`src/rtl/hcpe_pkg.sv`:
```
// Shared types and constants of the hue curve point extractor.
// Used by every file in rtl/; depends on nothing else.
package hcpe_pkg;

	// Payload field widths.
	localparam int unsigned HUE_W = 8;
	localparam int unsigned ROW_W = 12;
	localparam int unsigned LEN_W = 13;
	localparam int unsigned X_W   = 13;
	localparam int unsigned Y_W   = 12;

	// Accumulator widths and saturation limits.
	localparam int unsigned SUM_W = 24;
	localparam int unsigned CNT_W = 13;
	localparam logic [SUM_W-1:0] SUM_MAX = '1;
	localparam logic [CNT_W-1:0] CNT_MAX = '1;

	// Hit band half-width around the target hue (exclusive).
	localparam logic [HUE_W:0] HUE_BAND = 9'd5;

	// Division of the segment length by 10 and by 20: multiply by
	// 3277/2^15 and take the upper bits. Exact for all 13-bit lengths.
	localparam int unsigned RECIP_W    = 12;
	localparam int unsigned PROD_W     = LEN_W + RECIP_W;
	localparam logic [RECIP_W-1:0] RECIP_10 = 12'd3277;
	localparam int unsigned STEP_SHIFT = 15;
	localparam int unsigned HALF_SHIFT = 16;
	localparam int unsigned STEP_W     = PROD_W - STEP_SHIFT;
	localparam int unsigned HALF_W     = PROD_W - HALF_SHIFT;

	// Shared divider: 24-bit dividend, 13-bit divisor.
	localparam int unsigned DIV_W = SUM_W;
	localparam int unsigned DVS_W = CNT_W;
	localparam int unsigned DIV_CNT_W = $clog2(DIV_W + 1);

	// Configuration port.
	localparam int unsigned ADDR_W = 4;
	localparam int unsigned DATA_W = 32;
	localparam logic [1:0] REG_TARGET_HUE = 2'd0;
	localparam logic [1:0] REG_SEG_LEN    = 2'd1;
	localparam logic [1:0] REG_IMG_WIDTH  = 2'd2;
	localparam logic [LEN_W-1:0] IMG_WIDTH_RST = 13'd640;

	// Default sizes.
	localparam int unsigned DEF_MAX_ROWS = 4096;
	localparam int unsigned DEF_MAX_COLS = 4096;

	typedef struct packed {
		logic [HUE_W-1:0] pixel_hue;
		logic [ROW_W-1:0] row_index;
		logic             column_end;
		logic             image_end;
	} pixel_t;

	typedef struct packed {
		logic [X_W-1:0] point_x;
		logic [Y_W-1:0] point_y;
		logic           has_data;
	} point_t;

	typedef enum logic [1:0] {
		DSEL_COL = 2'd0,
		DSEL_MOD = 2'd1,
		DSEL_SEG = 2'd2
	} div_sel_t;

	typedef struct packed {
		logic     accept;
		logic     clear_img;
		logic     div_start;
		div_sel_t div_sel;
		logic     col_close;
		logic     col_add;
		logic     emit;
		logic     advance;
	} hcpe_cmd_t;

	typedef struct packed {
		logic col_hits;
		logic seg_hits;
		logic col_zero;
		logic div_done;
		logic rem_zero;
		logic out_free;
	} hcpe_sts_t;

endpackage

```
`src/rtl/hcpe_if.sv`:
```
// Valid/ready stream interfaces for pixel and point transactions.
// Depends on hcpe_pkg for the payload types.
interface hcpe_pixel_if import hcpe_pkg::*; ();
	logic   valid;
	logic   ready;
	pixel_t data;

	modport source(output valid, output data, input ready);
	modport sink(input valid, input data, output ready);
endinterface

interface hcpe_point_if import hcpe_pkg::*; ();
	logic   valid;
	logic   ready;
	point_t data;

	modport source(output valid, output data, input ready);
	modport sink(input valid, input data, output ready);
endinterface

```
`src/rtl/hue_curve_point_extractor.sv`:
```
// Pixels inside a column stream in at one per cycle while the controller is idle. A
// column-end pixel holds input off through close, check, emit and finish, plus up to
// three serial divisions (column mean, step test, segment mean); its point becomes
// valid when the emit step registers it. The sequence is shorter when no point is
// due, and longer while an earlier point still waits at the output.
// Reset (arst_n, asynchronous): clears state and output; config 0, 0 and width 640.
module hue_curve_point_extractor import hcpe_pkg::*; #(
	parameter int unsigned MAX_ROWS = DEF_MAX_ROWS,
	parameter int unsigned MAX_COLS = DEF_MAX_COLS
) (
	input  logic              clk,
	input  logic              arst_n,
	input  logic              psel,
	input  logic              penable,
	input  logic              pwrite,
	input  logic [ADDR_W-1:0] paddr,
	input  logic [DATA_W-1:0] pwdata,
	output logic [DATA_W-1:0] prdata,
	output logic              pready,
	hcpe_pixel_if.sink        pixels,
	hcpe_point_if.source      points
);

	// Configuration registers. Each sits at byte address 4*index; the low two
	// address bits are ignored. A write lands on the access phase.
	logic [HUE_W-1:0] target_hue_q;
	logic [LEN_W-1:0] seg_len_q;
	logic [LEN_W-1:0] img_width_q;
	logic             cfg_wr;

	assign pready = 1'b1;
	assign cfg_wr = psel && penable && pwrite;

	always_ff @(posedge clk or negedge arst_n) begin
		if (!arst_n) begin
			target_hue_q <= '0;
			seg_len_q    <= '0;
			img_width_q  <= IMG_WIDTH_RST;
		end else if (cfg_wr) begin
			unique case (paddr[3:2])
				REG_TARGET_HUE: target_hue_q <= pwdata[HUE_W-1:0];
				REG_SEG_LEN:    seg_len_q    <= pwdata[LEN_W-1:0];
				REG_IMG_WIDTH:  img_width_q  <= pwdata[LEN_W-1:0];
				default: ;
			endcase
		end
	end

	always_comb begin
		unique case (paddr[3:2])
			REG_TARGET_HUE: prdata = DATA_W'(target_hue_q);
			REG_SEG_LEN:    prdata = DATA_W'(seg_len_q);
			REG_IMG_WIDTH:  prdata = DATA_W'(img_width_q);
			default:        prdata = '0;
		endcase
	end

	// The controller owns the pixel handshake: it takes a transaction only
	// while idle, and then runs the column-end sequence when the pixel closes
	// its column. The datapath holds all arithmetic state and the result
	// register, so a finished point can wait for its sink while new pixels
	// keep flowing in.
	hcpe_cmd_t cmd;
	hcpe_sts_t sts;

	hcpe_ctrl u_ctrl (
		.clk        (clk),
		.arst_n     (arst_n),
		.pix_valid  (pixels.valid),
		.column_end (pixels.data.column_end),
		.image_end  (pixels.data.image_end),
		.sts        (sts),
		.pix_ready  (pixels.ready),
		.cmd        (cmd)
	);

	hcpe_datapath #(
		.MAX_ROWS (MAX_ROWS),
		.MAX_COLS (MAX_COLS)
	) u_datapath (
		.clk            (clk),
		.arst_n         (arst_n),
		.target_hue     (target_hue_q),
		.segment_length (seg_len_q),
		.image_width    (img_width_q),
		.pix            (pixels.data),
		.cmd            (cmd),
		.sts            (sts),
		.pnt_valid      (points.valid),
		.pnt_data       (points.data),
		.pnt_ready      (points.ready)
	);

endmodule

```
`src/rtl/hcpe_div.sv`:
```
// Restoring divider, one quotient bit per cycle, quotient and remainder held.
// Depends on hcpe_pkg for widths.
module hcpe_div import hcpe_pkg::*; (
	input  logic             clk,
	input  logic             arst_n,
	input  logic             start,
	input  logic [DIV_W-1:0] dividend,
	input  logic [DVS_W-1:0] divisor,
	output logic             done,
	output logic [DIV_W-1:0] quotient,
	output logic [DVS_W-1:0] remainder
);

	logic                 busy_q;
	logic                 done_q;
	logic [DIV_CNT_W-1:0] cnt_q;
	logic [DIV_W-1:0]     quo_q;
	logic [DVS_W-1:0]     rem_q;
	logic [DVS_W-1:0]     dvs_q;
	logic [DVS_W:0]       trial;
	logic [DVS_W:0]       diff;
	logic                 fits;

	assign trial = {rem_q, quo_q[DIV_W-1]};
	assign fits  = trial >= {1'b0, dvs_q};
	assign diff  = trial - {1'b0, dvs_q};

	always_ff @(posedge clk or negedge arst_n) begin
		if (!arst_n) begin
			busy_q <= 1'b0;
			done_q <= 1'b0;
			cnt_q  <= '0;
		end else begin
			done_q <= 1'b0;
			if (start) begin
				busy_q <= 1'b1;
				cnt_q  <= DIV_CNT_W'(DIV_W);
			end else if (busy_q) begin
				cnt_q <= cnt_q - DIV_CNT_W'(1);
				if (cnt_q == DIV_CNT_W'(1)) begin
					busy_q <= 1'b0;
					done_q <= 1'b1;
				end
			end
		end
	end

	always_ff @(posedge clk) begin
		if (start) begin
			quo_q <= dividend;
			rem_q <= '0;
			dvs_q <= divisor;
		end else if (busy_q) begin
			quo_q <= {quo_q[DIV_W-2:0], fits};
			rem_q <= fits ? diff[DVS_W-1:0] : trial[DVS_W-1:0];
		end
	end

	assign done      = done_q;
	assign quotient  = quo_q;
	assign remainder = rem_q;

endmodule

```
`src/rtl/hcpe_datapath.sv`:
```
// Datapath: hit test, column and segment accumulators, step arithmetic,
// the shared divider and the output register. Depends on hcpe_pkg, hcpe_div.
module hcpe_datapath import hcpe_pkg::*; #(
	parameter int unsigned MAX_ROWS = DEF_MAX_ROWS,
	parameter int unsigned MAX_COLS = DEF_MAX_COLS
) (
	input  logic             clk,
	input  logic             arst_n,
	input  logic [HUE_W-1:0] target_hue,
	input  logic [LEN_W-1:0] segment_length,
	input  logic [LEN_W-1:0] image_width,
	input  pixel_t           pix,
	input  hcpe_cmd_t        cmd,
	output hcpe_sts_t        sts,
	output logic             pnt_valid,
	output point_t           pnt_data,
	input  logic             pnt_ready
);

	localparam int unsigned COL_W = $clog2(MAX_COLS);
	localparam int unsigned XS_W  = ((COL_W > X_W) ? COL_W : X_W) + 1;
	localparam logic [16:0] ROW_LIM = 17'(MAX_ROWS);
	localparam logic [COL_W:0] COL_LIM = (COL_W+1)'(MAX_COLS);

	logic [SUM_W-1:0]  col_sum_q;
	logic [CNT_W-1:0]  col_cnt_q;
	logic [SUM_W-1:0]  seg_sum_q;
	logic [CNT_W-1:0]  seg_cnt_q;
	logic [COL_W-1:0]  col_ctr_q;
	logic [COL_W-1:0]  seg_start_q;
	logic [STEP_W-1:0] step_q;
	logic [HALF_W-1:0] half_q;
	logic              out_valid_q;
	point_t            out_q;

	logic [LEN_W-1:0]  len;
	logic [PROD_W-1:0] prod;
	logic [STEP_W-1:0] step_raw;
	logic              hit;
	logic [SUM_W:0]    col_sum_inc;
	logic [SUM_W:0]    seg_sum_inc;
	logic [COL_W:0]    ctr_inc;
	logic [XS_W-1:0]   x_sum;
	logic [DIV_W-1:0]  div_dividend;
	logic [DVS_W-1:0]  div_divisor;
	logic              div_done;
	logic [DIV_W-1:0]  div_quo;
	logic [DVS_W-1:0]  div_rem;

	// Segment length and its tenth and twentieth.
	assign len      = (segment_length == '0) ? image_width : segment_length;
	assign prod     = PROD_W'(len) * PROD_W'(RECIP_10);
	assign step_raw = prod[STEP_SHIFT +: STEP_W];

	always_ff @(posedge clk) begin
		step_q <= (step_raw == '0) ? STEP_W'(1) : step_raw;
		half_q <= prod[HALF_SHIFT +: HALF_W];
	end

	// Hue strictly inside the band: tgt-5 < hue < tgt+5, and row index below MAX_ROWS.
	assign hit = ({1'b0, pix.pixel_hue} + HUE_BAND > {1'b0, target_hue})
		&& ({1'b0, pix.pixel_hue} < {1'b0, target_hue} + HUE_BAND)
		&& (17'(pix.row_index) < ROW_LIM);

	assign col_sum_inc = (SUM_W+1)'(col_sum_q) + (SUM_W+1)'(pix.row_index);
	assign seg_sum_inc = (SUM_W+1)'(seg_sum_q) + (SUM_W+1)'(div_quo);
	assign ctr_inc     = (COL_W+1)'(col_ctr_q) + (COL_W+1)'(1);

	always_ff @(posedge clk or negedge arst_n) begin
		if (!arst_n) begin
			col_sum_q   <= '0;
			col_cnt_q   <= '0;
			seg_sum_q   <= '0;
			seg_cnt_q   <= '0;
			col_ctr_q   <= '0;
			seg_start_q <= '0;
		end else if (cmd.clear_img) begin
			col_sum_q   <= '0;
			col_cnt_q   <= '0;
			seg_sum_q   <= '0;
			seg_cnt_q   <= '0;
			col_ctr_q   <= '0;
			seg_start_q <= '0;
		end else begin
			if (cmd.accept && hit) begin
				col_sum_q <= col_sum_inc[SUM_W] ? SUM_MAX : col_sum_inc[SUM_W-1:0];
				if (col_cnt_q != CNT_MAX) begin
					col_cnt_q <= col_cnt_q + CNT_W'(1);
				end
			end
			if (cmd.col_close) begin
				col_sum_q <= '0;
				col_cnt_q <= '0;
			end
			if (cmd.col_add) begin
				seg_sum_q <= seg_sum_inc[SUM_W] ? SUM_MAX : seg_sum_inc[SUM_W-1:0];
				if (seg_cnt_q != CNT_MAX) begin
					seg_cnt_q <= seg_cnt_q + CNT_W'(1);
				end
			end
			if (cmd.emit) begin
				seg_start_q <= col_ctr_q;
				seg_sum_q   <= '0;
				seg_cnt_q   <= '0;
			end
			if (cmd.advance) begin
				col_ctr_q <= (ctr_inc >= COL_LIM) ? '0 : ctr_inc[COL_W-1:0];
			end
		end
	end

	// One divider serves the column mean, the step test and the segment mean.
	always_comb begin
		case (cmd.div_sel)
			DSEL_COL: begin
				div_dividend = col_sum_q;
				div_divisor  = col_cnt_q;
			end
			DSEL_MOD: begin
				div_dividend = DIV_W'(col_ctr_q);
				div_divisor  = DVS_W'(step_q);
			end
			default: begin
				div_dividend = seg_sum_q;
				div_divisor  = seg_cnt_q;
			end
		endcase
	end

	hcpe_div u_div (
		.clk       (clk),
		.arst_n    (arst_n),
		.start     (cmd.div_start),
		.dividend  (div_dividend),
		.divisor   (div_divisor),
		.done      (div_done),
		.quotient  (div_quo),
		.remainder (div_rem)
	);

	assign x_sum = XS_W'(seg_start_q) + XS_W'(half_q);

	always_ff @(posedge clk or negedge arst_n) begin
		if (!arst_n) begin
			out_valid_q <= 1'b0;
		end else if (cmd.emit) begin
			out_valid_q <= 1'b1;
		end else if (pnt_ready) begin
			out_valid_q <= 1'b0;
		end
	end

	always_ff @(posedge clk) begin
		if (cmd.emit) begin
			out_q.point_x  <= x_sum[X_W-1:0];
			out_q.point_y  <= (seg_cnt_q != '0) ? div_quo[Y_W-1:0] : '0;
			out_q.has_data <= (seg_cnt_q != '0);
		end
	end

	assign pnt_valid = out_valid_q;
	assign pnt_data  = out_q;

	assign sts.col_hits = (col_cnt_q != '0);
	assign sts.seg_hits = (seg_cnt_q != '0);
	assign sts.col_zero = (col_ctr_q == '0);
	assign sts.div_done = div_done;
	assign sts.rem_zero = (div_rem == '0);
	assign sts.out_free = !out_valid_q || pnt_ready;

endmodule

```
`src/rtl/hcpe_ctrl.sv`:
```
// Controller state machine: pixel handshake and the column-end sequence.
// Depends on hcpe_pkg for the command and status structs.
module hcpe_ctrl import hcpe_pkg::*; (
	input  logic      clk,
	input  logic      arst_n,
	input  logic      pix_valid,
	input  logic      column_end,
	input  logic      image_end,
	input  hcpe_sts_t sts,
	output logic      pix_ready,
	output hcpe_cmd_t cmd
);

	typedef enum logic [7:0] {
		S_IDLE    = 8'b0000_0001,
		S_CLOSE   = 8'b0000_0010,
		S_COL_DIV = 8'b0000_0100,
		S_CHECK   = 8'b0000_1000,
		S_MOD_DIV = 8'b0001_0000,
		S_SEG_DIV = 8'b0010_0000,
		S_EMIT    = 8'b0100_0000,
		S_FINISH  = 8'b1000_0000
	} state_t;

	state_t state_q;
	state_t state_d;
	logic   img_q;

	always_comb begin
		state_d   = state_q;
		pix_ready = 1'b0;
		cmd       = '0;
		cmd.div_sel = DSEL_COL;
		unique case (state_q)
			S_IDLE: begin
				pix_ready  = 1'b1;
				cmd.accept = pix_valid;
				if (pix_valid) begin
					if (column_end) begin
						state_d = S_CLOSE;
					end else begin
						cmd.clear_img = image_end;
					end
				end
			end
			S_CLOSE: begin
				if (sts.col_hits) begin
					cmd.div_start = 1'b1;
					cmd.div_sel   = DSEL_COL;
					state_d       = S_COL_DIV;
				end else begin
					cmd.col_close = 1'b1;
					state_d       = S_CHECK;
				end
			end
			S_COL_DIV: begin
				if (sts.div_done) begin
					cmd.col_close = 1'b1;
					cmd.col_add   = 1'b1;
					state_d       = S_CHECK;
				end
			end
			S_CHECK: begin
				if (sts.col_zero) begin
					state_d = S_FINISH;
				end else begin
					cmd.div_start = 1'b1;
					cmd.div_sel   = DSEL_MOD;
					state_d       = S_MOD_DIV;
				end
			end
			S_MOD_DIV: begin
				if (sts.div_done) begin
					if (!sts.rem_zero) begin
						state_d = S_FINISH;
					end else if (sts.seg_hits) begin
						cmd.div_start = 1'b1;
						cmd.div_sel   = DSEL_SEG;
						state_d       = S_SEG_DIV;
					end else begin
						state_d = S_EMIT;
					end
				end
			end
			S_SEG_DIV: begin
				cmd.div_sel = DSEL_SEG;
				if (sts.div_done) begin
					state_d = S_EMIT;
				end
			end
			S_EMIT: begin
				if (sts.out_free) begin
					cmd.emit = 1'b1;
					state_d  = S_FINISH;
				end
			end
			S_FINISH: begin
				cmd.advance   = 1'b1;
				cmd.clear_img = img_q;
				state_d       = S_IDLE;
			end
			default: begin
				state_d = S_IDLE;
			end
		endcase
	end

	always_ff @(posedge clk or negedge arst_n) begin
		if (!arst_n) begin
			state_q <= S_IDLE;
			img_q   <= 1'b0;
		end else begin
			state_q <= state_d;
			if (state_q == S_IDLE && pix_valid && column_end) begin
				img_q <= image_end;
			end
		end
	end

endmodule
```
`src/flat_wrapper.sv`:
```
// flat-port wrapper written by rule: the top's interface ports become plain ports
module hue_curve_point_extractor_flat import hcpe_pkg::*;
#(
	parameter int unsigned MAX_ROWS = DEF_MAX_ROWS,
	parameter int unsigned MAX_COLS = DEF_MAX_COLS
)
  (clk, arst_n, psel, penable, pwrite, paddr, pwdata, prdata, pready, pixels_valid, pixels_data, pixels_ready, points_valid, points_data, points_ready);
  hcpe_pixel_if pixels_i ();
  hcpe_point_if points_i ();
  input  logic clk;
  input  logic arst_n;
  input  logic psel;
  input  logic penable;
  input  logic pwrite;
  input  logic [ADDR_W-1:0] paddr;
  input  logic [DATA_W-1:0] pwdata;
  output logic [DATA_W-1:0] prdata;
  output logic pready;
  input wire logic [$bits(pixels_i.valid)-1:0] pixels_valid;
  input wire logic [$bits(pixels_i.data)-1:0] pixels_data;
  output wire logic [$bits(pixels_i.ready)-1:0] pixels_ready;
  output wire logic [$bits(points_i.valid)-1:0] points_valid;
  output wire logic [$bits(points_i.data)-1:0] points_data;
  input wire logic [$bits(points_i.ready)-1:0] points_ready;
  assign pixels_i.valid = pixels_valid;
  assign pixels_i.data = pixels_data;
  assign pixels_ready = pixels_i.ready;
  assign points_valid = points_i.valid;
  assign points_data = points_i.data;
  assign points_i.ready = points_ready;
  hue_curve_point_extractor #(.MAX_ROWS(MAX_ROWS), .MAX_COLS(MAX_COLS)) u_core (.clk(clk), .arst_n(arst_n), .psel(psel), .penable(penable), .pwrite(pwrite), .paddr(paddr), .pwdata(pwdata), .prdata(prdata), .pready(pready), .pixels(pixels_i), .points(points_i));
endmodule
```
`config.mk`:
```
export PLATFORM = sky130hd
export DESIGN_NAME = hue_curve_point_extractor_flat
export DESIGN_NICKNAME = d
export VERILOG_FILES = /design/src/rtl/hcpe_pkg.sv /design/src/rtl/hcpe_if.sv /design/src/rtl/hue_curve_point_extractor.sv /design/src/rtl/hcpe_div.sv /design/src/rtl/hcpe_datapath.sv /design/src/rtl/hcpe_ctrl.sv /design/src/flat_wrapper.sv
export SDC_FILE = /design/constraint.sdc
export NUM_CORES = 1
export LEC_CHECK = 0
export ABC_AREA = 1
export BUFFER_PORTS_ARGS = -buffer_cell sky130_fd_sc_hd__buf_4
export CAP_MARGIN = 25
export CORE_MARGIN = 2
export CORE_UTILIZATION = 53
export DETAILED_ROUTE_END_ITERATION = 16
export GPL_TIMING_DRIVEN = 1
export PLACE_DENSITY = 0.75
export SKIP_LAST_GASP = 1
export SYNTH_ARGS = -nofsm -noshare
export SYNTH_HDL_FRONTEND = slang
export SYNTH_SLANG_ARGS = --single-unit
```
`constraint.sdc`:
```
create_clock -name clk -period 6.26 [get_ports clk]
set_input_delay 0.626 -clock clk [delete_from_list [all_inputs] [get_ports clk]]
set_output_delay 0.626 -clock clk [all_outputs]
set_load 0.02 [all_outputs]
```
# ---- Word-level counts from Yosys, hierarchy flattened
# Index checks and enable logic that the tools add are counted.
dict set report op_classes {
  n_addsub 10
  multipliers 1
  div 0
  magnitude_cmp 4
  n_eq_ne 20
  shifts 0
  n_mux 68
  bitwise 0
  n_reduce_logical 30
}
# op count
set op_table {}
lappend op_table {{2-to-1 mux 24 bit} 10}
lappend op_table {{2-to-1 mux 13 bit} 10}
lappend op_table {{2-to-1 mux 8 bit} 8}
lappend op_table {{2-to-1 mux 12 bit} 5}
lappend op_table {{case mux 8 bit (7 select lines)} 1}
lappend op_table {{case mux 24 bit (2 select lines)} 1}
lappend op_table {{case mux 13 bit (3 select lines)} 1}
lappend op_table {{adder 13 x 1 -> 13 bit (second input constant)} 2}
lappend op_table {{zero test 13 bit} 2}
lappend op_table {{!= test 13 bit (second input constant)} 2}
lappend op_table {{case mux 13 bit (2 select lines)} 1}
lappend op_table {{nonzero test 13 bit} 2}
lappend op_table {{adder 24 x 12 -> 25 bit} 1}
lappend op_table {{adder 24 x 24 -> 25 bit} 1}
lappend op_table {{multiplier 13 x 12 -> 25 bit (second input constant)} 1}
lappend op_table {{adder 8 x 3 -> 9 bit (second input constant)} 2}
lappend op_table {{2-to-1 mux 1 bit} 17}
lappend op_table {{2-to-1 mux 3 bit} 5}
lappend op_table {{greater-or-equal comparator 14 x 13 -> 1 bit} 1}
lappend op_table {{adder 12 x 1 -> 13 bit (second input constant)} 1}
lappend op_table {{adder 12 x 9 -> 13 bit} 1}
lappend op_table {{greater-or-equal comparator 13 bit (second input constant)} 1}
lappend op_table {{subtractor 13 bit} 1}
lappend op_table {{zero test 12 bit} 1}
lappend op_table {{32 further kinds} 55}
dict set report word_totals {
  regBits 244
  latch_bits 0
  ramBits 0
  romBits 0
  in_bits 65
  output_inout_bits 61
  wordCells 156
  n_memories 0
}

# ---- Longest topological paths before layout
# Gate-level depths: netlist (run 1).
dict set report logic_depth {
  ltp_word 8
  ltp_mapped 33
}

# ---- Cells and area by module
# From an unflattened synthesis (run 1), not the netlist that was laid out.
dict set report unflattened {
  hier_cells 2611
  hier_area_um2 19208.4
}
# mod instances cells_per_inst area_each_um2
set modules_own_cells {}
lappend modules_own_cells {hcpe_datapath 1 1866 13481.7}
lappend modules_own_cells {hcpe_div 1 417 3319.4}
lappend modules_own_cells {hue_curve_point_extractor 1 229 1721.7}
lappend modules_own_cells {hcpe_ctrl 1 99 685.7}

# ---- Worst setup path before layout (run 1)
# OpenSTA, ideal clock, no wires.
dict set report synth_timing {
  path_type {register to register}
  startpoint {reg u_core.seg_len_q[2]}
  endpoint {reg u_core.u_datapath.step_q[0]}
  setup_time_ns 0.113
  arrival_ns 5.227
  required_ns 6.147
  setup_slack_ns 0.920
  path_stages_with_launch 26
  period_less_slack_ns 5.340
  cell_sequence {dfrtp_1 -> inv_1 -> nand4_1 -> nor2_1 -> nand2_1 -> clkbuf_1 -> o21ai_0 -> ha_1 -> fa_1 -> inv_1 -> fa_1 -> inv_1 -> fa_1 -> inv_1 -> fa_1 -> inv_1 -> ha_1 -> nand2_1 -> inv_1 -> a21boi_0 -> a21boi_0 -> nand2_1 -> xor2_1 -> nor2_1 -> nand3_1 -> nand2_1}
}
dict set report synth_via {
  elab_chain_cells 4
}
# element line
set synth_lines {}
lappend synth_lines {{from (decl)} hue_curve_point_extractor.sv:27} ;# logic [LEN_W-1:0] seg_len_q;
lappend synth_lines {{from (signal assigned)} hue_curve_point_extractor.sv:42} ;# REG_SEG_LEN: seg_len_q <= pwdata[LEN_W-1:0];
lappend synth_lines {{zero test 13 bit} hcpe_datapath.sv:51} ;# assign len = (segment_length == '0) ? image_width : segment_length;
lappend synth_lines {{2-to-1 mux 13 bit *} hcpe_datapath.sv:51}
lappend synth_lines {{multiplier 13 x 12 -> 25 bit *} hcpe_datapath.sv:52} ;# assign prod = PROD_W'(len) * PROD_W'(RECIP_10);
lappend synth_lines {{via u_core.u_datapath.prod[17]} hcpe_datapath.sv:37} ;# logic [PROD_W-1:0] prod;
lappend synth_lines {{zero test 10 bit *} hcpe_datapath.sv:56} ;# step_q <= (step_raw == '0) ? STEP_W'(1) : step_raw;
lappend synth_lines {{to (signal assigned)} hcpe_datapath.sv:56}
lappend synth_lines {{to (decl)} hcpe_datapath.sv:31} ;# logic [STEP_W-1:0] step_q;
# The timed path passes the listed nets; every way through them passes the cells marked *.
# A chain may end at the register's enable or synchronous reset.

# ---- Worst setup path in the final report (run 1)
dict set report layout_timing {
  startpoint {reg u_core.seg_len_q[2]}
  endpoint {reg u_core.u_datapath.step_q[0]}
}
dict set report layout_via {
  elab_chain_cells 4
}
# element line
set layout_lines {}
lappend layout_lines {{zero test 13 bit} hcpe_datapath.sv:51}
lappend layout_lines {{2-to-1 mux 13 bit *} hcpe_datapath.sv:51}
lappend layout_lines {{multiplier 13 x 12 -> 25 bit *} hcpe_datapath.sv:52}
lappend layout_lines {{zero test 10 bit} hcpe_datapath.sv:56}
# Every way passes the cells marked *; elsewhere a longest branch is shown, timed or not.

==> impl_metrics.toml, run 1 <==
[timing]
fmax_mhz = 176
finalClockSkew_ns = 0.0265
drv_slew = 0
post-route-period-util_pct = 90.7
worstMarginPinSlew_ns = 0.949
setup_violations = 0
finalHoldViolations = 0
rsz0062_at_grt = "no"
fin_hold_ws_ns = 0.181
post-route-min-period_ns = 5.68
final.setup.tns_ns = 0
relSlewSlack_pct = 36.6

[synthesis]
yosysTopAreaCell = "dfrtp_1"
synth-seq-cells = 244
synth.avg_cell_area_um2 = 7.66
synth_cell_types = 60
synth_top_cell_area_share_pct = 19.4
yosysMostFrequentCell = "nand2_1"
synth-adder-area-share_pct = 16.3
synthTopCellsByArea = "dfrtp_1, nand2_1, ha_1"
ys.flop_type = "dfrtp_1"
syn_area_um2 = 18800
synthCells = 2456
synth_top_family_by_area = "simple AND/OR/NAND/NOR gates"
synth-compound-area-share_pct = 11.0
yosysSeqAreaShare_pct = 33.3
synth_async_sr_flop_share_pct = 61.1
yosys_warnings = 0
synth_xor_area_share_pct = 3.77
muxShareOfSynthArea_pct = 0.0599
synth-simple-area-share_pct = 25.3
synth_edf_count = 63
synthTopCellsByCount = "nand2_1, inv_1, nor2_1"

[power]
powerDensity_nw_per_um2 = 506
p_int_mw = 5.37
swShare_pct = 48.7
pwr-share-clk_pct = 15.8
comb_power_share_pct = 60.6
p_seq_share_pct = 23.6
p_leak_nw = 10.5
power_switching_mw = 5.10
ir_drop_v = 0.000321

[clocking]
cts_tree = "done"
clkTransAtPathRegs_ns = 0.06
cts_sinks = 244
htreeDepth = 1
ctsHoldBuffers = 0
cts_resized = 0
cts_buffers = 28
clk_path_buf_depth = 3
cts-root-buf = "clkbuf_16"
postCtsSetupRepairBufs = 0
clkLatencyLatePin_ns = 0.58

[drt]
viasPerCell = 5.48
vias = 16500
drt-total-wl_um = 48300
drt_iter0_drc = 1036
dr.pass1.iters = 7
routedWlPerCell_um = 16.1
drtAntennaViolNets = 0
drc = 0

[global_route]
grt_pass1_vias = 15900
grt_max_degree = 92
antenna_found_initial = 0
grt_pass1_wl_um = 79900
grt_overflow = 0
grt_usage_pct = 26.7

[cells_and_area]
finalNetCount = 2813
final_area_um2 = 20700
layoutNonFillerInstCount = 3007
antenna-diode-count = 0
drive_gt1_share_pct = 8.62
area_delta_synth_final_pct = 9.90

[floorplan]
coreArea_um2 = 34700
start_util_pct = 54.2
die_h_um = 192
ios = 126
die_x_um = 192
die_area_um2 = 37000
rows = 68

[place]
port_buffers = 84
gp_congestion = 0.951
placed_area_um2 = 19700
dp.cells = 2955
post-dp-hpwl_um = 37000

[worst_setup_path]
rr_worst_depth = 27
startpoint_type = "flop"
arrival_ns = 6.20
critPathMaxFanout = 12
critPathKind = "flop to flop"
worstPathRequired_ns = 6.78
end_kind = "flop"

[outcome]
outcome = "finished clean"

[flow_run]
maxCapViolations = 0

[min_path]
hp-class = "input pin to async pin"
per-layer routing:
| layer | part of all wire [%] | track usage (%) | up-vias |
|---|---|---|---|
| met1 | 47 | 37.8 | 7743 |
| met5 | 0 | 0 | - |
| met2 | 45 | 43.3 | 503 |
| met3 | 5.8 | 3.36 | 77 |
| met4 | 2.5 | 7.25 | 0 |
| li1 | - | - | 8149 |
cells in the final DEF, fill, tap and decap left out, types with 7 or more instances in the layout:
master,count
inv_2,16
ha_1,172
xor2_1,58
nor3_1,43
nor4_1,20
inv_1,379
o21ai_1,20
edfxtp_1,63
nor2_4,10
a22oi_1,9
nand3b_1,9
nand4_1,47
dfrtp_1,146
or2_2,7
o21ai_0,144
clkbuf_16,30
xnor2_1,23
fa_1,46
o21ai_2,13
conb_1,20
nand3_1,132
a21o_1,10
nor2_1,189
o22ai_1,13
a21oi_1,115
nand2_2,7
buf_4,93
o211ai_1,12
dfxtp_1,32
nand2_1,586
area by class of cell:
type	count	area (µm²)
timing repair buffer	94	709
tap	455	569
multi-input combinational	1767	10700
fill	3147	14000
clock buffer	37	807
clock inverter	15	134
inverter	395	1480
sequential	244	6260
kinds of logic (layout without fill, tap and decap cells):
family	count (synthesis)	count (layout)
muxes	1	1
DFF	244	244
buffers and inverters	463	541
AOI/OAI and AO/OA	368	368
adders and majority gates	218	218
other	2	20
and+or+nand+nor	1079	1079
xor gates and xnor gates	81	81
flip-flops by register name, summed over array words and instances (netlist names), 24 cells and up:
name and count:
u_core.u_datapath.col_sum_q 24, u_core.u_datapath.pnt_data 26, u_core.u_datapath.seg_sum_q 24, u_core.u_datapath.u_div.quotient 24
through the flow:
stage                     setup slack, ns  util, %  power [mW]
final                               0.583     59.5        10.5
after global routing                0.124     59.5        11.6
after CTS                           0.601     59.5        10.5
after detailed placement            0.571     56.8        8.78
after global placement              0.698     56.8        8.64
after floorplan                     0.920        -        7.23
power by group through the flow:
stage               sequential, mW  clock, mW  combinational (mW)
floorplan                     2.35          0                4.88
global placement              2.47          0                6.17
detailed placement            2.48          0                6.30
CTS                           2.46       1.68                6.35
global route                  2.51       1.75                7.35
finish                        2.47       1.65                6.34
final timing paths:
check | start | to | slack (ns)
max in group asynchronous | arst_n | u_core.u_datapath.col_sum_q[21] | 4.74
min in group clk | pwdata[9] | u_core.img_width_q[9] | 0.32
hold reg to reg | u_core.seg_len_q[10] | u_core.seg_len_q[10] | 0.49
setup reg to reg | u_core.seg_len_q[2] | u_core.u_datapath.step_q[0] | 0.58
setup / recovery | u_core.seg_len_q[2] | u_core.u_datapath.step_q[0] | 0.58
hold / removal | arst_n | u_core.u_datapath.col_sum_q[8] | 0.18
critical path, stage by stage (launching register included):
cell	delay, ns
dfrtp_1	0.38
inv_1	0.14
nand4_1	0.11
nor2_1	0.10
nand2_1	0.23
o21ai_0	0.41
ha_1	0.34
fa_1	0.53
inv_1	0.06
fa_1	0.53
inv_1	0.05
fa_1	0.55
inv_1	0.06
fa_1	0.52
inv_1	0.04
ha_1	0.36
nand2_1	0.11
nor2_1	0.20
nand3_1	0.15
nor2_1	0.11
nand2_1	0.07
nand3_1	0.08
nand2_1	0.05
nand2_1	0.12
nand3_1	0.09
nor2_1	0.10
nand3_1	0.08
nand2_1	0.06
No activity file was read; power rests on OpenSTA's default activity.
==> inputs of run 2 (changes only) <==
--- a/config.mk
+++ b/config.mk
@@ -9,10 +9,11 @@
 export BUFFER_PORTS_ARGS = -buffer_cell sky130_fd_sc_hd__buf_4
 export CAP_MARGIN = 25
 export CORE_MARGIN = 2
-export CORE_UTILIZATION = 53
+export CORE_UTILIZATION = 62
+export CTS_CLUSTER_DIAMETER = 200
 export DETAILED_ROUTE_END_ITERATION = 16
 export GPL_TIMING_DRIVEN = 1
-export PLACE_DENSITY = 0.75
+export PLACE_DENSITY = 0.85
 export SKIP_LAST_GASP = 1
 export SYNTH_ARGS = -nofsm -noshare
 export SYNTH_HDL_FRONTEND = slang
==> impl_metrics.toml, run 2 (same netlist as run 1, synthesis figures left out) <==
[timing]
post-route-min-period_ns = 5.66
post-route-period-util_pct = 90.4
fmax_mhz = 177
rsz0062_at_grt = "no"
finalClockSkew_ns = 0.0261
worstMarginPinSlew_ns = 0.948
final.setup.tns_ns = 0
drv_slew = 0
timing.final.ws_setup_ns = 0.598
finalHoldViolations = 0
setup_violations = 0
relSlewSlack_pct = 36.6

[worst_setup_path]
critPathKind = "flop to flop"
end_kind = "flop"
critPathMaxFanout = 12
crit_top_cell = "inv_1"
critPathMaxStageDelay_ns = 0.54
path_cells = "inv_1 -> nand4_1 -> nor2_1 -> nand2_2 -> o21ai_0 -> ha_1 -> fa_1 -> inv_1 -> fa_1 -> inv_1 -> fa_1 -> inv_1 -> fa_1 -> inv_1 -> ha_1 -> nand2_1 -> inv_1 -> a21boi_0 -> a21boi_0 -> nand2_1 -> xor2_1 -> nor2_1 -> nand3_1 -> nand2_1"
crit_family = "adder cells"
path_buf_inv = 6
arrival_ns = 6.08
worstPathRequired_ns = 6.68
startpoint_type = "flop"
crit_path_top_delay_cell = "fa_1"

[global_route]
grt_usage_pct = 30.4
grt_pass1_wl_um = 78400
antenna_found_initial = 0
grt_max_degree = 83
grt_pass1_vias = 16100
grt_overflow = 0

[clocking]
cts_sinks = 244
clkTransAtPathRegs_ns = 0.06
ctsHoldBuffers = 0
cts-root-buf = "clkbuf_16"
cts_tree = "done"
clk_path_buf_depth = 3
postCtsSetupRepairBufs = 0
clkLatencyLatePin_ns = 0.55
htreeDepth = 1
cts_resized = 0
cts_buffers = 27

[cells_and_area]
ff_latch_area_um2 = 6260
antenna-diode-count = 0
nFillCells = 2406
layoutNonFillerInstCount = 2941
largest_register_ffs = 26
final_area_um2 = 20500
finalNetCount = 2813
layout_commonest_cell = "nand2_1"
multi_input_area_um2 = 10700
area_delta_synth_final_pct = 9.18
drive_gt1_share_pct = 8.58
mostFrequentLayoutCells = "nand2_1, inv_1, nor2_1"
fin_util_pct = 69.1

[drt]
viasPerCell = 5.63
dr.pass1.iters = 5
drt_iter0_drc = 1631
drc = 0
vias = 16600
drtAntennaViolNets = 0
drt-total-wl_um = 47100
routedWlPerCell_um = 16.0

[floorplan]
die_area_um2 = 31700
die_x_um = 178
rows = 63
die_h_um = 178
start_util_pct = 63.3
coreArea_um2 = 29700
ios = 126

[place]
gp_congestion = 0.974
dp.cells = 2890
port_buffers = 84
post-place-ws_ns = 0.470
post-dp-hpwl_um = 35900
placed_area_um2 = 19600

[power]
p_leak_nw = 10.5
ir_drop_v = 0.000392
powerDensity_nw_per_um2 = 506

[outcome]
outcome = "finished clean"

[flow_run]
maxCapViolations = 0

[min_path]
hp-class = "input pin to async pin"
[run 2: final timing paths]
| check | startpoint | endpoint | cells after the start | slack [ns] |
|---|---|---|---|---|
| min in group clk | pixels_data[0] | u_core.u_ctrl.img_q | 2 | 0.34 |
| worst max register to register | u_core.seg_len_q[2] | u_core.u_datapath.step_q[0] | 24 | 0.60 |
| worst min-delay path | arst_n | u_core.u_datapath.seg_sum_q[20] | 1 | 0.13 |
| worst min register to register | u_core.img_width_q[5] | u_core.img_width_q[5] | 2 | 0.49 |
| max in group asynchronous | arst_n | u_core.seg_len_q[9] | 2 | 4.69 |
| worst max-delay path | u_core.seg_len_q[2] | u_core.u_datapath.step_q[0] | 24 | 0.60 |
[run 2: per-layer routing]
metal | global-route usage [%] | wire length [µm] | up-vias
li1 | - | - | 8117
met1 | 41.1 | 20400 | 7685
met2 | 50.3 | 21800 | 658
met3 | 4.90 | 3650 | 106
met4 | 9.43 | 1390 | 0
met5 | 0 | 0 | -
[run 2: cell type report]
class | instances | area share [%]
multi-input cells | 1767 | 52.1
flip-flops and latches | 244 | 30.5
inverters | 395 | 7.22
clock buffers | 38 | 3.74
repair buffers | 95 | 3.55
well taps | 390 | 2.38
clock inverters | 12 | 0.469
[run 2: power breakdown]
part / switching, mW / total, mW / internal, mW
logic: 4.08 / 6.37 / 2.29
registers: 0.328 / 2.46 / 2.13
clock network: 0.658 / 1.55 / 0.896
total: 5.07 / 10.4 / 5.32
[run 2: worst reg2reg max path: stages, from the launching register on]
cell,delay [ns]
dfrtp_1,0.38
inv_1,0.15
nand4_1,0.11
nor2_1,0.13
nand2_2,0.17
o21ai_0,0.39
ha_1,0.33
fa_1,0.54
inv_1,0.06
fa_1,0.52
inv_1,0.05
fa_1,0.53
inv_1,0.05
fa_1,0.52
inv_1,0.04
ha_1,0.35
nand2_1,0.15
inv_1,0.05
a21boi_0,0.24
a21boi_0,0.21
nand2_1,0.13
xor2_1,0.24
nor2_1,0.08
nand3_1,0.07
nand2_1,0.05
[run 2: per-stage QoR]
stage          total power, mW  hold WS, ns
6_report                  10.4        0.130
5_1_grt                   11.5        0.203
4_1_cts                   10.3        0.156
3_5_place_dp              8.73        0.473
3_3_place_gp              8.50        0.468
2_1_floorplan             7.23        0.330
==> inputs of run 3 (changes only) <==
--- a/config.mk
+++ b/config.mk
@@ -9,11 +9,11 @@
 export BUFFER_PORTS_ARGS = -buffer_cell sky130_fd_sc_hd__buf_4
 export CAP_MARGIN = 25
 export CORE_MARGIN = 2
-export CORE_UTILIZATION = 62
+export CORE_UTILIZATION = 56
 export CTS_CLUSTER_DIAMETER = 200
 export DETAILED_ROUTE_END_ITERATION = 16
 export GPL_TIMING_DRIVEN = 1
-export PLACE_DENSITY = 0.85
+export PLACE_DENSITY = 0.82
 export SKIP_LAST_GASP = 1
 export SYNTH_ARGS = -nofsm -noshare
 export SYNTH_HDL_FRONTEND = slang
==> constraint.sdc (replaced) <==
create_clock -name clk -period 4.8 [get_ports clk]
set_input_delay 0.48 -clock clk [delete_from_list [all_inputs] [get_ports clk]]
set_output_delay 0.48 -clock clk [all_outputs]
set_load 0.02 [all_outputs]
==> impl_metrics.toml, run 3 (same netlist as run 1, synthesis figures left out) <==
[power]
powerDensity_nw_per_um2 = 822
power_switching_mw = 8.58
pwr-share-clk_pct = 12.2
p_leak_nw = 11.2
ir_drop_v = 0.000981
p_total_mw = 18.2
p_int_mw = 9.64
comb_power_share_pct = 70.2
p_seq_share_pct = 17.6
swShare_pct = 47.1

[global_route]
grt_pass1_vias = 16800
grt_pass1_wl_um = 82400
antenna_found_initial = 0
grt_overflow = 0
grt_max_degree = 58
grt_usage_pct = 28.5

[clocking]
cts_buffers = 28
cts_sinks = 244
clkLatencyLatePin_ns = 0.56
cts-root-buf = "clkbuf_16"
clk_path_buf_depth = 3
cts_tree = "done"
clkTransAtPathRegs_ns = 0.07
htreeDepth = 1

[place]
port_buffers = 84
gp_congestion = 0.953
placed_area_um2 = 20500
post-dp-hpwl_um = 37600
post-place-ws_ns = -0.361

[floorplan]
die_area_um2 = 35100
rows = 67
die_h_um = 187
coreArea_um2 = 33300
start_util_pct = 56.5
ios = 126
die_x_um = 187

[cells_and_area]
layout_commonest_cell = "nand2_1"
multi_input_area_um2 = 11300
fin_util_pct = 66.6
mostFrequentLayoutCells = "nand2_1, inv_1, buf_4"
finalNetCount = 2918
area_delta_synth_final_pct = 17.9
nFillCells = 2658
ff_latch_area_um2 = 6260
drive_gt1_share_pct = 17.2
antenna-diode-count = 0
largest_register_ffs = 26
final_area_um2 = 22200

[timing]
rsz0062_at_grt = "yes"
drv_slew = 0
timing.final.ws_setup_ns = -0.369
fmax_mhz = 193
post-route-period-util_pct = 108
worstMarginPinSlew_ns = 0.914
relSlewSlack_pct = 38.9
fin_hold_ws_ns = 0.188
finalHoldViolations = 0
finalClockSkew_ns = 0.0164
setup_violations = 19
post-route-min-period_ns = 5.17

[worst_setup_path]
end_kind = "flop"
r2r_start = "u_core.seg_len_q[2]"
r2r_setup_slack_ns = -0.37
worstPathRequired_ns = 5.26
critPathKind = "flop to flop"
startpoint_type = "flop"
arrival_ns = 5.62
startpoint = "u_core.seg_len_q[2]"
critPathMaxFanout = 5

[drt]
routedWlPerCell_um = 16.7
viasPerCell = 5.62
vias = 17500
dr.pass1.iters = 6
drc = 0
drt-total-wl_um = 52000
drt_iter0_drc = 1308
drtAntennaViolNets = 0

[outcome]
outcome = "finished, violations left"
violations = "negative setup slack"

[flow_run]
maxCapViolations = 0

[min_path]
hp-class = "input pin to flop"
hold_start = "pwdata[9]"
-- run 3: changes by cell type in the layout (fill, tap and decap cells not counted), moves of 8 or more --
cell / before / now
inv_1: 379 / 351
nand2_1: 585 / 543
o21ai_0: 143 / 134
nand2_4: 3 / 11
buf_4: 93 / 184
nor2_1: 189 / 172
ha_1: 172 / 156
ha_4: 0 / 15
buf_6: 1 / 13
nor2_4: 10 / 20
inv_2: 16 / 39
nand2_2: 8 / 42
-- run 3: area by class of cell --
type / instances / area share [%]
tap: 448 / 2.53
clock inverter: 14 / 0.615
inverter: 395 / 6.76
multi-input combinational: 1767 / 51.0
sequential: 244 / 28.3
clock buffer: 38 / 3.76
timing repair buffer: 199 / 7.03
-- run 3: power groups by stage --
stage	Clock, mW	Combinational [mW]	Sequential, mW
floorplan	0	6.94	3.07
global placement	0	10.0	3.21
detailed placement	0	10.3	3.22
CTS	2.25	11.5	3.19
global route	2.33	14.0	3.26
finish	2.22	12.8	3.21
-- run 3: worst paths after layout --
kind,cells after the start,to
min in group asynchronous,2,u_core.u_datapath.seg_sum_q[22]
worst min-delay path,3,u_core.img_width_q[9]
worst min register to register,2,u_core.img_width_q[7]
worst max register to register,26,u_core.u_datapath.step_q[0]
worst max-delay path,26,u_core.u_datapath.step_q[0]
max in group asynchronous,3,u_core.u_datapath.seg_cnt_q[7]
-- run 3: stage by stage --
stage	setup TNS, ns	cells
4_1_cts	-0.835	3098
5_1_grt	-7.25	3105
3_5_place_dp	-3.69	3037
6_report	-3.94	3105
2_1_floorplan	0	2474
3_3_place_gp	-1.62	3037
-- run 3: metal layers --
layer	vias to the layer above	global-route usage (%)	part of all wire (%)
met2	775	47.7	47
met5	-	0	0
met3	134	3.66	7.5
met4	0	9.28	3.5
li1	8337	-	-
met1	8217	38.5	42
-- run 3: repair_timing --
item / CTS / global route
hold buffers: 1 / 0
gates cloned: 0 / 0
hold endpoints to repair: 46 / 0
buffers inserted: 10 / 11
pin swaps: 48 / 56
resized for setup: 69 / 83
setup endpoints to repair: 19 / 19
-- run 3: critical path, cell delays in order (launching register included) --
cell and delay (ns):
dfrtp_1 0.39, inv_2 0.08, nand4_1 0.12, nor2_1 0.18, nand2_2 0.13, buf_6 0.16, o21ai_4 0.23, ha_4 0.26
fa_1 0.51, fa_1 0.59, inv_2 0.07, fa_1 0.45, fa_1 0.52, inv_2 0.05, ha_4 0.30, nand2_4 0.07
nor2_4 0.13, nor3b_4 0.22, nand2_1 0.09, nand2_1 0.10, nand2_2 0.07, nand2_1 0.06, nand2_1 0.06, nand2_1 0.07
nor2_1 0.04, nand3_1 0.07, nand2_1 0.05
